--- src/rtl/utf8d_pkg.sv ---
`default_nettype none

package utf8d_pkg;

  localparam int unsigned CpWidth = 21;

  // Result status codes
  localparam logic [1:0] STATUS_VALID   = 2'd0;
  localparam logic [1:0] STATUS_INVALID = 2'd1;
  localparam logic [1:0] STATUS_TRUNC   = 2'd2;

  // Lead length code for a byte that cannot open a sequence
  localparam logic [2:0] LEAD_BAD = 3'd0;

  // Code point limits
  localparam logic [CpWidth-1:0] CP_MAX      = 21'h10FFFF;
  localparam logic [CpWidth-1:0] CP_SURR_LO  = 21'h00D800;
  localparam logic [CpWidth-1:0] CP_SURR_HI  = 21'h00DFFF;
  localparam logic [CpWidth-1:0] CP_MIN_LEN2 = 21'h000080;
  localparam logic [CpWidth-1:0] CP_MIN_LEN3 = 21'h000800;
  localparam logic [CpWidth-1:0] CP_MIN_LEN4 = 21'h010000;

  // One classified byte as it travels from front end to back end
  typedef struct packed {
    logic [7:0] data_byte;
    logic       end_of_stream;
    logic [2:0] lead_len;   // 1..4, or LEAD_BAD
    logic       is_cont;    // byte is 10xxxxxx
  } cls_t;

endpackage

`default_nettype wire

--- src/rtl/utf8d_front.sv ---
`default_nettype none

module utf8d_front (
  input  wire logic       in_valid_i,
  output logic            in_ready_o,
  input  wire logic [7:0] data_byte_i,
  input  wire logic       end_of_stream_i,
  output logic            push_o,
  output utf8d_pkg::cls_t push_data_o,
  input  wire logic       full_i
);

  logic [2:0] lead_len;

  // Decode the lead pattern
  always_comb begin
    if (!data_byte_i[7]) begin
      lead_len = 3'd1;
    end else if (data_byte_i[7:5] == 3'b110) begin
      lead_len = 3'd2;
    end else if (data_byte_i[7:4] == 4'b1110) begin
      lead_len = 3'd3;
    end else if (data_byte_i[7:3] == 5'b11110) begin
      lead_len = 3'd4;
    end else begin
      lead_len = utf8d_pkg::LEAD_BAD;
    end
  end

  assign in_ready_o = !full_i;
  assign push_o     = in_valid_i && !full_i;

  assign push_data_o.data_byte     = data_byte_i;
  assign push_data_o.end_of_stream = end_of_stream_i;
  assign push_data_o.lead_len      = lead_len;
  assign push_data_o.is_cont       = (data_byte_i[7:6] == 2'b10);

endmodule

`default_nettype wire

--- src/rtl/utf8d_queue.sv ---
`default_nettype none

module utf8d_queue #(
  parameter int unsigned Depth = 4
) (
  input  wire logic            clk_i,
  input  wire logic            rst_ni,
  input  wire logic            push_i,
  input  wire utf8d_pkg::cls_t push_data_i,
  output logic                 full_o,
  input  wire logic            pop_i,
  output utf8d_pkg::cls_t      pop_data_o,
  output logic                 empty_o
);

  localparam int unsigned AddrW  = (Depth > 1) ? $clog2(Depth) : 1;
  localparam int unsigned CountW = $clog2(Depth + 1);
  localparam logic [AddrW-1:0]  LastAddr = AddrW'(Depth - 1);
  localparam logic [CountW-1:0] Full     = CountW'(Depth);

  utf8d_pkg::cls_t   entries_q [Depth];
  logic [AddrW-1:0]  wr_ptr_q, wr_ptr_d;
  logic [AddrW-1:0]  rd_ptr_q, rd_ptr_d;
  logic [CountW-1:0] count_q, count_d;

  assign full_o     = (count_q == Full);
  assign empty_o    = (count_q == '0);
  assign pop_data_o = entries_q[rd_ptr_q];

  always_comb begin
    wr_ptr_d = wr_ptr_q;
    rd_ptr_d = rd_ptr_q;
    count_d  = count_q;
    if (push_i) begin
      wr_ptr_d = (wr_ptr_q == LastAddr) ? '0 : wr_ptr_q + AddrW'(1);
    end
    if (pop_i) begin
      rd_ptr_d = (rd_ptr_q == LastAddr) ? '0 : rd_ptr_q + AddrW'(1);
    end
    if (push_i && !pop_i) begin
      count_d = count_q + CountW'(1);
    end else if (pop_i && !push_i) begin
      count_d = count_q - CountW'(1);
    end
  end

  always_ff @(posedge clk_i or negedge rst_ni) begin
    if (!rst_ni) begin
      wr_ptr_q <= '0;
      rd_ptr_q <= '0;
      count_q  <= '0;
    end else begin
      wr_ptr_q <= wr_ptr_d;
      rd_ptr_q <= rd_ptr_d;
      count_q  <= count_d;
    end
  end

  always_ff @(posedge clk_i) begin
    if (push_i) begin
      entries_q[wr_ptr_q] <= push_data_i;
    end
  end

endmodule

`default_nettype wire

--- src/rtl/utf8d_back.sv ---
`default_nettype none

module utf8d_back (
  input  wire logic            clk_i,
  input  wire logic            rst_ni,
  input  wire utf8d_pkg::cls_t pop_data_i,
  input  wire logic            empty_i,
  output logic                 pop_o,
  output logic                 out_valid_o,
  input  wire logic            out_ready_i,
  output logic [20:0]          code_point_o,
  output logic [1:0]           status_o,
  output logic [2:0]           seq_length_o,
  output logic                 stream_done_o
);

  // Open sequence state
  logic [2:0]  exp_len_q, exp_len_d;
  logic [2:0]  seen_q, seen_d;
  logic [20:0] acc_q, acc_d;
  logic        badc_q, badc_d;

  // Result register
  logic        out_valid_q, out_valid_d;
  logic [20:0] cp_q;
  logic [1:0]  st_q;
  logic [2:0]  len_q;
  logic        done_q;

  // Result of the byte at the queue head
  logic        res_valid;
  logic [20:0] res_cp;
  logic [1:0]  res_st;
  logic [2:0]  res_len;
  logic        res_done;

  logic [7:0]  b;
  logic        eos;
  logic [2:0]  seen_n;
  logic [20:0] acc_n;
  logic        bad;

  assign b     = pop_data_i.data_byte;
  assign eos   = pop_data_i.end_of_stream;
  assign pop_o = !empty_i && (!out_valid_q || out_ready_i);

  always_comb begin
    exp_len_d = exp_len_q;
    seen_d    = seen_q;
    acc_d     = acc_q;
    badc_d    = badc_q;
    res_valid = 1'b0;
    res_cp    = '0;
    res_st    = utf8d_pkg::STATUS_VALID;
    res_len   = 3'd1;
    res_done  = eos;
    seen_n    = seen_q + 3'd1;
    acc_n     = {acc_q[14:0], b[5:0]};
    bad       = 1'b0;

    if (exp_len_q == 3'd0) begin
      if (pop_data_i.lead_len == 3'd1) begin
        res_valid = 1'b1;
        res_cp    = {13'd0, b};
      end else if (pop_data_i.lead_len == utf8d_pkg::LEAD_BAD) begin
        res_valid = 1'b1;
        res_st    = utf8d_pkg::STATUS_INVALID;
      end else if (eos) begin
        // Stream ends on a multi-byte lead
        res_valid = 1'b1;
        res_st    = utf8d_pkg::STATUS_TRUNC;
      end else begin
        exp_len_d = pop_data_i.lead_len;
        seen_d    = 3'd1;
        badc_d    = 1'b0;
        case (pop_data_i.lead_len)
          3'd2:    acc_d = {16'd0, b[4:0]};
          3'd3:    acc_d = {17'd0, b[3:0]};
          default: acc_d = {18'd0, b[2:0]};
        endcase
      end
    end else begin
      if (seen_n >= exp_len_q) begin
        bad = badc_q || !pop_data_i.is_cont;
        case (exp_len_q)
          3'd2: begin
            if (acc_n < utf8d_pkg::CP_MIN_LEN2) bad = 1'b1;
          end
          3'd3: begin
            if (acc_n < utf8d_pkg::CP_MIN_LEN3) bad = 1'b1;
            if (acc_n >= utf8d_pkg::CP_SURR_LO && acc_n <= utf8d_pkg::CP_SURR_HI) bad = 1'b1;
          end
          default: begin
            if (acc_n < utf8d_pkg::CP_MIN_LEN4 || acc_n > utf8d_pkg::CP_MAX) bad = 1'b1;
          end
        endcase
        res_valid = 1'b1;
        res_len   = exp_len_q;
        res_st    = bad ? utf8d_pkg::STATUS_INVALID : utf8d_pkg::STATUS_VALID;
        res_cp    = bad ? '0 : acc_n;
        exp_len_d = 3'd0;
        seen_d    = 3'd0;
        acc_d     = '0;
        badc_d    = 1'b0;
      end else if (eos) begin
        // Truncation outranks any bad continuation seen so far
        res_valid = 1'b1;
        res_len   = seen_n;
        res_st    = utf8d_pkg::STATUS_TRUNC;
        exp_len_d = 3'd0;
        seen_d    = 3'd0;
        acc_d     = '0;
        badc_d    = 1'b0;
      end else begin
        seen_d = seen_n;
        acc_d  = acc_n;
        badc_d = badc_q || !pop_data_i.is_cont;
      end
    end
  end

  always_comb begin
    if (out_valid_q && !out_ready_i) begin
      out_valid_d = 1'b1;
    end else begin
      out_valid_d = pop_o && res_valid;
    end
  end

  always_ff @(posedge clk_i or negedge rst_ni) begin
    if (!rst_ni) begin
      exp_len_q   <= '0;
      seen_q      <= '0;
      acc_q       <= '0;
      badc_q      <= 1'b0;
      out_valid_q <= 1'b0;
    end else begin
      out_valid_q <= out_valid_d;
      if (pop_o) begin
        exp_len_q <= exp_len_d;
        seen_q    <= seen_d;
        acc_q     <= acc_d;
        badc_q    <= badc_d;
      end
    end
  end

  always_ff @(posedge clk_i) begin
    if (pop_o && res_valid) begin
      cp_q   <= res_cp;
      st_q   <= res_st;
      len_q  <= res_len;
      done_q <= res_done;
    end
  end

  assign out_valid_o   = out_valid_q;
  assign code_point_o  = cp_q;
  assign status_o      = st_q;
  assign seq_length_o  = len_q;
  assign stream_done_o = done_q;

endmodule

`default_nettype wire

--- src/rtl/utf8_validating_decoder_top.sv ---
// Streaming UTF-8 decoder with strict validation. Bytes enter on the input
// channel, one per transaction, with end_of_stream_i marking the last byte of
// a stream. Each completed sequence (1 to 4 bytes) yields one result
// transaction: the code point and a status of valid (0), invalid (1) or
// truncated (2); code_point_o is zero unless the status is valid. Invalid
// covers bad lead bytes (reported at once, length 1), bad continuation bytes,
// overlong forms, surrogates and values above 0x10FFFF. A stream that ends
// inside a sequence gives a truncated result whose length counts the bytes
// taken; truncation wins over a bad continuation. Bytes that neither finish a
// sequence nor end the stream produce no result. Throughput is one byte per
// clock while the output is not stalled, set by the back end's sequence
// register, which advances once per byte. An accepted byte passes through
// the queue and then the result register before its result appears. A
// classifying front end feeds a QueueDepth-entry queue, so input and output
// stall independently; new bytes queue up while a result waits to be taken.
`default_nettype none

module utf8_validating_decoder_top #(
  parameter int unsigned QueueDepth = 4
) (
  input  wire logic        clk_i,
  input  wire logic        rst_ni,
  // byte input channel
  input  wire logic        in_valid_i,
  output logic             in_ready_o,
  input  wire logic [7:0]  data_byte_i,
  input  wire logic        end_of_stream_i,
  // result channel
  output logic             out_valid_o,
  input  wire logic        out_ready_i,
  output logic [20:0]      code_point_o,
  output logic [1:0]       status_o,
  output logic [2:0]       seq_length_o,
  output logic             stream_done_o
);

  utf8d_pkg::cls_t push_data;
  utf8d_pkg::cls_t pop_data;
  logic            push;
  logic            pop;
  logic            full;
  logic            empty;

  // Front end: classify each byte (lead length, continuation form)
  utf8d_front u_front (
    .in_valid_i      (in_valid_i),
    .in_ready_o      (in_ready_o),
    .data_byte_i     (data_byte_i),
    .end_of_stream_i (end_of_stream_i),
    .push_o          (push),
    .push_data_o     (push_data),
    .full_i          (full)
  );

  // Decoupling queue between front and back
  utf8d_queue #(
    .Depth (QueueDepth)
  ) u_queue (
    .clk_i       (clk_i),
    .rst_ni      (rst_ni),
    .push_i      (push),
    .push_data_i (push_data),
    .full_o      (full),
    .pop_i       (pop),
    .pop_data_o  (pop_data),
    .empty_o     (empty)
  );

  // Back end: sequence assembly, validation and result register
  utf8d_back u_back (
    .clk_i         (clk_i),
    .rst_ni        (rst_ni),
    .pop_data_i    (pop_data),
    .empty_i       (empty),
    .pop_o         (pop),
    .out_valid_o   (out_valid_o),
    .out_ready_i   (out_ready_i),
    .code_point_o  (code_point_o),
    .status_o      (status_o),
    .seq_length_o  (seq_length_o),
    .stream_done_o (stream_done_o)
  );

endmodule

`default_nettype wire

--- config.mk ---
export PLATFORM = sky130hd
export DESIGN_NAME = utf8_validating_decoder_top
export DESIGN_NICKNAME = d
export VERILOG_FILES = /design/src/rtl/utf8d_pkg.sv /design/src/rtl/utf8d_front.sv /design/src/rtl/utf8d_queue.sv /design/src/rtl/utf8d_back.sv /design/src/rtl/utf8_validating_decoder_top.sv
export SDC_FILE = /design/constraint.sdc
export NUM_CORES = 1
export LEC_CHECK = 0
export BUFFER_PORTS_ARGS = -buffer_cell sky130_fd_sc_hd__buf_2
export CELL_PAD_IN_SITES_DETAIL_PLACEMENT = 0
export CELL_PAD_IN_SITES_GLOBAL_PLACEMENT = 1
export CORE_MARGIN = 2
export CORE_UTILIZATION = 45
export CTS_CLUSTER_DIAMETER = 40
export CTS_CLUSTER_SIZE = 40
export DETAILED_ROUTE_END_ITERATION = 10
export GPL_TIMING_DRIVEN = 1
export PLACE_DENSITY = 0.7
export SLEW_MARGIN = 20
export SYNTH_ARGS = -nofsm -noshare
export SYNTH_HDL_FRONTEND = slang
export SYNTH_SLANG_ARGS = --single-unit
--- constraint.sdc ---
create_clock -name clk_i -period 6.29 [get_ports clk_i]
set_clock_uncertainty 0.05 [all_clocks]
set_input_delay 1.258 -clock clk_i [delete_from_list [all_inputs] [get_ports clk_i]]
set_output_delay 1.258 -clock clk_i [all_outputs]
set_load 0.05 [all_outputs]
==> metrics.yaml, run 1 <==
grt_pass1_vias: 2616
holdBufCountCts: 0
cpLargestDelayFamily: "flip-flops"
cts_resized: 0
die_w_um: 106
die_area_um2: 11300
end_kind: "flip-flop"
gp_congestion: 0.800
grt_max_degree: 31
n_antenna_cell: 0
yosysTopAreaCell: "edfxtp_1"
min_from: "u_back.seen_q[1]"
outcome: "finished, final reports clean"
synth_commonest_cells: "79 x edfxtp_1, 30 x dfrtp_1, 20 x nand2_1"
fin_crit_sh: 0.467
area_growth_pct: 11.5
synth_flop_cell: "edfxtp_1"
die_y_um: 106
synth.most_common_cell: "edfxtp_1"
cp.depth: 4
core_area_um2: 10200
cts.sinks: 109
crit_chain: "mux4_2 -> o21ai_4 -> nand2_4 -> a221o_1"
start_util: 0.459
synth_edf_count: 79
seq_area_um2: 3120
max_freq_mhz: 340
multi_input_area_um2: 1460
nets: 373
synth-seq-cells: 109
reg2reg_to: "u_back.seen_q[2]"
vias_per_cell: 5.38
cts-root-buf: "clkbuf_8"
drive_above_1_share: 0.246
period_minus_slack_ns: 2.94
reg2reg_from: "u_queue.rd_ptr_q[0]"
dr.first_iter.drc_count: 103
hpwl_um: 5590
arrival_ns: 3.16
synth_area_leaders: "edfxtp_1 51%, dfrtp_1 16%, mux4_2 6.7%"
cts_tree: "built"
clk_latency_ns: 0.37
regToRegSetupSlack_ns: 3.35
r2r_cells: 4
critPathSlowestCell: "dfrtp_1"
clk_pin_slew_ns: 0.11
cts_buffers: 9
slew_viol_final: 0
num_vias: 2635
synthCells: 308
path_buf_inv: 0
num_rows: 37
io_buffers: 41
setup_viol: 0
hold-path-endpoint: "u_back.seen_q[1]"
worstMarginPinSlew_ns: 0.957
syn_nets: 332
ant_nets: 0
nFillCells: 855
syn-cell-area_um2: 4700
ys_warn_count: 0
slowest_delay_ns: 0.99
htreeDepth: 3
firstDrtPassIters: 4
drc_errors: 0
worstPathMaxFanout: 18
rsz0062_at_grt: "no"
ys_types: 52
grt-ovfl-total: 0
hold_path.class: "reg2reg"
antenna_found_initial: 0
seq_area_frac_synth: 0.665
num_io_pins: 42
critPathLaunch: "u_queue.rd_ptr_q[0]"
path_class: "reg2reg"
synth_async_sr_flop_share: 0.275
grt_usage: 0.162
synth.avg_cell_area_um2: 15.2
cp-start-kind: "flip-flop"
slew_headroom: 0.362
finalHoldViolCount: 0
synthDominantCellAreaShare: 0.505
tns_ns: 0
grt_pass1_wl_um: 14000
required_ns: 6.50
min_path_cells: 1
cts_setup_buffers: 0
clock_path_buffers: 2
cap_violations: 0
wl_per_cell_um: 17.1
drt-total-wl_um: 8370
cell type report:
class	instances	share of cell area
clock buffers	9	0.0237
repair buffers	43	0.0421
flip-flops and latches	109	0.597
inverters	10	0.00717
well taps	136	0.0325
clock inverters	7	0.0201
multi-input cells	176	0.278
state kept, by name (all words and copies together) (netlist names), 2 cells and up:
name and count:
u_queue.entries_q 52, u_back.code_point_o 21, u_back.acc_q 15, u_back.exp_len_q 3, u_back.seen_q 3, u_back.seq_length_o 3, u_queue.count_q 3, u_back.status_o 2
u_queue.rd_ptr_q 2, u_queue.wr_ptr_q 2
metal layers:
layer | up-vias | global-route usage | routed length, um
met1 | 1320 | 0.215 | 3840
met2 | 46 | 0.270 | 4210
met4 | 0 | 0.0508 | 104
met3 | 9 | 0.0349 | 222
li1 | 1260 | - | -
met5 | - | 0 | 0
worst max-delay path by stage:
stage	to	slack [ns]
detailed placement	u_queue.count_q[1]	2.94
floorplan	u_back.code_point_o[0]	2.79
global placement	u_queue.count_q[1]	2.98
finish	u_back.seen_q[2]	3.35
global route	u_back.acc_q[9]	3.15
CTS	u_back.seen_q[2]	3.28
cells by family after synthesis:
kind of cell | Yosys count | synth area share
AND/OR/NAND/NOR | 97 | 0.116
flip-flops | 109 | 0.665
XOR/XNOR | 4 | 0.00746
AO/OA/AOI/OAI | 44 | 0.0746
buffers and inverters | 23 | 0.0256
multiplexers | 20 | 0.0805
adder cells (fa/ha/maj) | 11 | 0.0309
worst reg2reg max path, delay by kind of cell (launching register included):
kind | cells | cell delay [ns]
mux | 1 | 0.77
flops | 1 | 0.99
compound gates | 2 | 0.79
simple gates | 1 | 0.23
placed cells by master (no fill, tap or decap), drive strengths merged, types with 7 or more instances in the layout:
cell,count
nand2,21
a21bo,7
nor2,17
ha,10
mux4,14
o21ai,14
dfrtp,30
clkbuf,9
nor2b,11
and3,17
buf,43
inv,12
nand4,7
edfxtp,79
through the flow:
step	util	setup WS (ns)	instances	instance area [um2]	hold slack, ns
detailed placement	0.489	2.94	474	5010	0.423
floorplan	-	2.79	308	4700	0.402
global placement	0.489	2.98	474	5010	0.426
global route	0.512	3.15	490	5240	0.469
CTS	0.512	3.28	490	5240	0.454
finish	0.512	3.35	490	5240	0.458
Power of run 1 is not shown: default switching activity piles up to over one toggle a cycle in this logic, so the estimate is an artifact.
==> run 2, diff against run 1 <==
==> constraint.sdc (replaced) <==
create_clock -name clk_i -period 2.95 [get_ports clk_i]
set_clock_uncertainty 0.05 [all_clocks]
set_input_delay 0.59 -clock clk_i [delete_from_list [all_inputs] [get_ports clk_i]]
set_output_delay 0.59 -clock clk_i [all_outputs]
set_load 0.05 [all_outputs]
==> metrics.yaml, run 2 (synthesis gave the netlist of run 1 again) <==
layout_common_cells: "79 x edfxtp_1, 41 x buf_2, 30 x dfrtp_1"
htreeDepth: 3  # unchanged
arrival_ns: 2.93  # -0.23 ns
end_kind: "flip-flop"
cap_violations: 0  # unchanged
outcome: "finished, final reports clean"
core_area_um2: 10200  # unchanged
hold_path.class: "in2async"
path_class: "reg2reg"
worstMarginPinSlew_ns: 0.735  # -0.221 ns
r2r_cells: 9  # +5
nFillCells: 836  # -2.2%
grt_max_degree: 31  # unchanged
die_y_um: 106  # unchanged
grt_pass1_vias: 2642  # +0.99%
layout_commonest_cell: "edfxtp_1"
num_io_pins: 42  # unchanged
holdBufCountCts: 0  # unchanged
tns_ns: 0  # unchanged
drt-total-wl_um: 8870  # +5.9%
start_util: 0.459  # unchanged
rsz0062_at_grt: "no"
ant_nets: 0  # unchanged
clock_path_buffers: 2  # unchanged
hpwl_um: 5940  # +6.3%
cp-start-kind: "flip-flop"
largest_register: "u_queue.entries_q"
setup_viol: 0  # unchanged
gp_congestion: 0.782  # -2.2%
cp.depth: 9  # +5
max_freq_mhz: 373  # +9.7%
antenna_found_initial: 0  # unchanged
grt-ovfl-total: 0  # unchanged
slowest_delay_ns: 0.57  # -0.42 ns
required_ns: 3.20  # -3.30 ns
cpLargestDelayFamily: "simple AND/OR/NAND/NOR gates"
path_buf_inv: 1  # +1
slew_headroom: 0.508  # +0.146
fin_crit_sh: 0.909  # +0.441
num_vias: 2666  # +1.2%
clk_latency_ns: 0.37  # about the same
cts.sinks: 109  # unchanged
seq_area_um2: 3120  # unchanged
drive_above_1_share: 0.261  # +0.0153
crit_top_cell: "ha_1"
multi_input_area_um2: 1470  # +1.2%
drc_errors: 0  # unchanged
num_rows: 37  # unchanged
cts-root-buf: "clkbuf_8"
cts_buffers: 9  # unchanged
finalHoldViolCount: 0  # unchanged
period_minus_slack_ns: 2.68  # -0.259 ns
grt_usage: 0.165  # +0.00253
vias_per_cell: 5.38  # about the same
n_antenna_cell: 0  # unchanged
grt_pass1_wl_um: 14100  # +1.0%
crit_chain: "ha_1 -> xor2_1 -> ha_1 -> a21oi_1 -> o21ai_0 -> buf_4 -> nor3_4 -> nand4_1 -> a21bo_1"
io_buffers: 41  # unchanged
slew_viol_final: 0  # unchanged
worstPathMaxFanout: 17  # -1
area_growth_pct: 12.6
cts_tree: "built"
nets: 379  # +1.6%
clk_pin_slew_ns: 0.10  # about the same
die_w_um: 106  # unchanged
firstDrtPassIters: 4  # unchanged
largest_register_ffs: 52  # unchanged
wl_per_cell_um: 17.9  # +4.7%
dr.first_iter.drc_count: 88  # -15%
critPathSlowestCell: "nor3_4"
die_area_um2: 11300  # unchanged
-- run 2: cell count changes in the layout (fill, tap and decap cells not counted), sizes merged --
| cell | before | now |
|---|---|---|
| clkinv | 4 | 2 |
| buf | 43 | 48 |
| nor2 | 17 | 18 |
| bufinv | 1 | 2 |
| inv | 12 | 13 |
-- run 2: metrics by stage --
step                hold WS, ns  cells  setup slack [ns]  area (um2)   util
floorplan                 0.244    308             0.185        4700      -
global placement          0.422    479             0.224        5050  0.493
detailed placement        0.428    479             0.154        5050  0.493
CTS                       0.232    495             0.133        5280  0.516
global route              0.250    496             0.107        5290  0.517
finish                    0.216    496             0.269        5290  0.517
-- run 2: layer usage --
metal / global-route usage / routed length [um] / part of all wire
met1: 0.209 / 3840 / 0.43
met2: 0.283 / 4650 / 0.52
met3: 0.0368 / 254 / 0.029
met4: 0.0517 / 122 / 0.014
met5: 0 / 0 / 0
-- run 2: repair_timing --
| item | in CTS | in global routing |
|---|---|---|
| resized for setup | 0 | 2 |
| endpoints found under the setup margin | 0 | 19 |
| buffers inserted | 0 | 0 |
-- run 2: cell type report --
class / count / area share
clock buffers: 9 / 0.0234
flip-flops and latches: 109 / 0.591
repair buffers: 48 / 0.0487
multi-input cells: 177 / 0.279
clock inverters: 7 / 0.0194
inverters: 10 / 0.00710
well taps: 136 / 0.0322
-- run 2: worst paths after layout --
kind                                           end  slack (ns)        startpoint
hold / removal                 u_queue.wr_ptr_q[0]        0.22            rst_ni
setup reg to reg                   u_back.acc_q[5]        0.27  u_back.seen_q[0]
setup / recovery                   u_back.acc_q[5]        0.27  u_back.seen_q[0]
hold reg to reg                   u_back.seen_q[1]        0.46  u_back.seen_q[1]
min in group clk_i         u_queue.entries_q[2][5]        0.38    data_byte_i[0]
max in group asynchronous          u_back.acc_q[0]        2.15            rst_ni
Power of run 2 is left out for the same reason.
==> run 3, diff against run 2 <==
--- a/config.mk
+++ b/config.mk
@@ -9,12 +9,12 @@
 export CELL_PAD_IN_SITES_DETAIL_PLACEMENT = 0
 export CELL_PAD_IN_SITES_GLOBAL_PLACEMENT = 1
 export CORE_MARGIN = 2
-export CORE_UTILIZATION = 45
+export CORE_UTILIZATION = 35
 export CTS_CLUSTER_DIAMETER = 40
 export CTS_CLUSTER_SIZE = 40
 export DETAILED_ROUTE_END_ITERATION = 10
 export GPL_TIMING_DRIVEN = 1
-export PLACE_DENSITY = 0.7
+export PLACE_DENSITY = 0.56
 export SLEW_MARGIN = 20
 export SYNTH_ARGS = -nofsm -noshare
 export SYNTH_HDL_FRONTEND = slang
==> constraint.sdc (replaced) <==
create_clock -name clk_i -period 2.95 [get_ports clk_i]
set_clock_uncertainty 0.05 [all_clocks]
set_input_delay 0.59 -clock clk_i [delete_from_list [all_inputs] [get_ports clk_i]]
set_output_delay 0.59 -clock clk_i [all_outputs]
set_load 0.005 [all_outputs]
==> metrics.yaml, run 3 (synthesis gave the netlist of run 1 again) <==
layout_commonest_cell: "edfxtp_1"
drt-total-wl_um: 9400  # +5.9%
wl_per_cell_um: 17.5  # -2.0%
cts-root-buf: "clkbuf_16"
internal-power_uw: 3720
p_leak_uw: 0.00219
arrival_ns: 2.73  # -0.20 ns
gp_congestion: 0.747  # -4.4%
clk_latency_ns: 0.35  # -0.02 ns
clock_path_buffers: 2  # unchanged
finalHoldViolCount: 0  # unchanged
holdBufCountCts: 0  # unchanged
die_w_um: 120  # +13%
max_freq_mhz: 368  # -1.2%
tns_ns: 0  # unchanged
slowest_delay_ns: 0.45  # -0.12 ns
end_kind: "flip-flop"
seq_area_um2: 3120  # unchanged
critPathSlowestCell: "nor2_1"
worstPathMaxFanout: 13  # -4
slew_viol_final: 0  # unchanged
outcome: "finished, final reports clean"
largest_register_ffs: 52  # unchanged
grt_pass1_vias: 2708  # +2.5%
clkPwrFrac: 0.196
cap_violations: 0  # unchanged
drc_errors: 0  # unchanged
slew_headroom: 0.514  # +0.00584
path_class: "reg2reg"
cts.sinks: 109  # unchanged
power_density_nw_per_um2: 1100
cts_setup_buffers: 0  # unchanged
grt_max_degree: 31  # unchanged
dr.first_iter.drc_count: 103  # +17%
die_y_um: 120  # +13%
cpLargestDelayFamily: "simple AND/OR/NAND/NOR gates"
p_comb_frac: 0.385
rsz0062_at_grt: "no"
io_buffers: 41  # unchanged
setup_viol: 0  # unchanged
nets: 379  # unchanged
crit_top_cell: "ha_1"
hold-worst-slack_ns: 0.234  # +0.0182 ns
seq_power_share: 0.419
start_util: 0.356  # -0.103
htreeDepth: 3  # unchanged
antenna_found_initial: 0  # unchanged
nFillCells: 1206  # +44%
cts_buffers: 9  # unchanged
p_switching_uw: 2190
cp-start-kind: "flip-flop"
switching_share: 0.371
num_rows: 42  # +14%
vias_per_cell: 4.95  # -7.9%
cts_tree: "built"
path_buf_inv: 0  # -1
grt_pass1_wl_um: 14800  # +4.7%
num_vias: 2653  # -0.49%
ant_nets: 0  # unchanged
area_growth_pct: 14.8
ir_drop_uv: 375
multi_input_area_um2: 1470  # about the same
layout_common_cells: "79 x edfxtp_1, 41 x buf_2, 30 x dfrtp_1"
n_antenna_cell: 0  # unchanged
worstMarginPinSlew_ns: 0.729  # -0.00638 ns
die_area_um2: 14400  # +27%
firstDrtPassIters: 7  # +3
grt_usage: 0.138  # -0.0270
hold_path.class: "in2async"
cts_resized: 0  # unchanged
drive_above_1_share: 0.256  # -0.00556
largest_register: "u_queue.entries_q"
grt-ovfl-total: 0  # unchanged
fin_crit_sh: 0.920  # +0.0112
num_io_pins: 42  # unchanged
clk_pin_slew_ns: 0.07  # -0.03 ns
required_ns: 2.97  # -0.23 ns
crit_chain: "ha_1 -> xor2_1 -> ha_1 -> a21oi_1 -> o21ai_0 -> mux2_2 -> nor2_1 -> nor2_4"
period_minus_slack_ns: 2.71  # +0.0331 ns
hpwl_um: 6130  # +3.1%
core_area_um2: 13200  # +29%
## run 3: changes by cell type in the layout (fill, tap and decap cells not counted), sizes merged
cell / delta
clkbuf: +1
clkinvlp: +1
inv: -1
clkinv: +1
bufinv: -2
## run 3: stage by stage
stage          instance area, um2   util  std cells  power (uW)  setup slack, ns
3_3_place_gp                 5100  0.387        519        4760            0.261
3_5_place_dp                 5100  0.387        519        4780            0.194
2_1_floorplan                4700      -        308        4050            0.185
5_1_grt                      5390  0.409        536        6330           0.0379
4_1_cts                      5380  0.408        535        5960            0.120
6_report                     5390  0.409        536        5920            0.236
## run 3: power groups by stage
stage / registers, uW / clock network [uW] / logic (uW)
final: 2480 / 1160 / 2280
after global routing: 2530 / 1260 / 2530
after CTS: 2490 / 1200 / 2270
after detailed placement: 2520 / 0 / 2250
after global placement: 2510 / 0 / 2250
after floorplan: 2470 / 0 / 1580
## run 3: final cells by class
class / instances / area share
sequential: 109 / 0.579
clock buffer: 10 / 0.0443
tap: 176 / 0.0408
inverter: 10 / 0.00696
timing repair buffer: 48 / 0.0478
multi-input combinational: 177 / 0.273
clock inverter: 6 / 0.00789
## run 3: metal layers
layer	vias to the layer above	GRT usage	part of all wire
met5	-	0	0
met3	14	0.0252	0.025
met4	0	0.0691	0.020
li1	1271	-	-
met1	1328	0.173	0.45
met2	40	0.229	0.51
## run 3: final timing paths
| kind | from | end | slack, ns | depth (start not counted) |
|---|---|---|---|---|
| min in group clk_i | data_byte_i[2] | u_queue.entries_q[0][7] | 0.41 | 1 |
| max in group asynchronous | rst_ni | u_back.seen_q[1] | 2.14 | 1 |
| min | rst_ni | u_queue.count_q[2] | 0.23 | 1 |
| max reg2reg | u_back.seen_q[0] | u_back.code_point_o[2] | 0.24 | 8 |
| min reg2reg | u_back.seen_q[1] | u_back.seen_q[1] | 0.45 | 1 |
| max | u_back.seen_q[0] | u_back.code_point_o[2] | 0.24 | 8 |
Note: power is estimated with default switching activity, not from simulation.
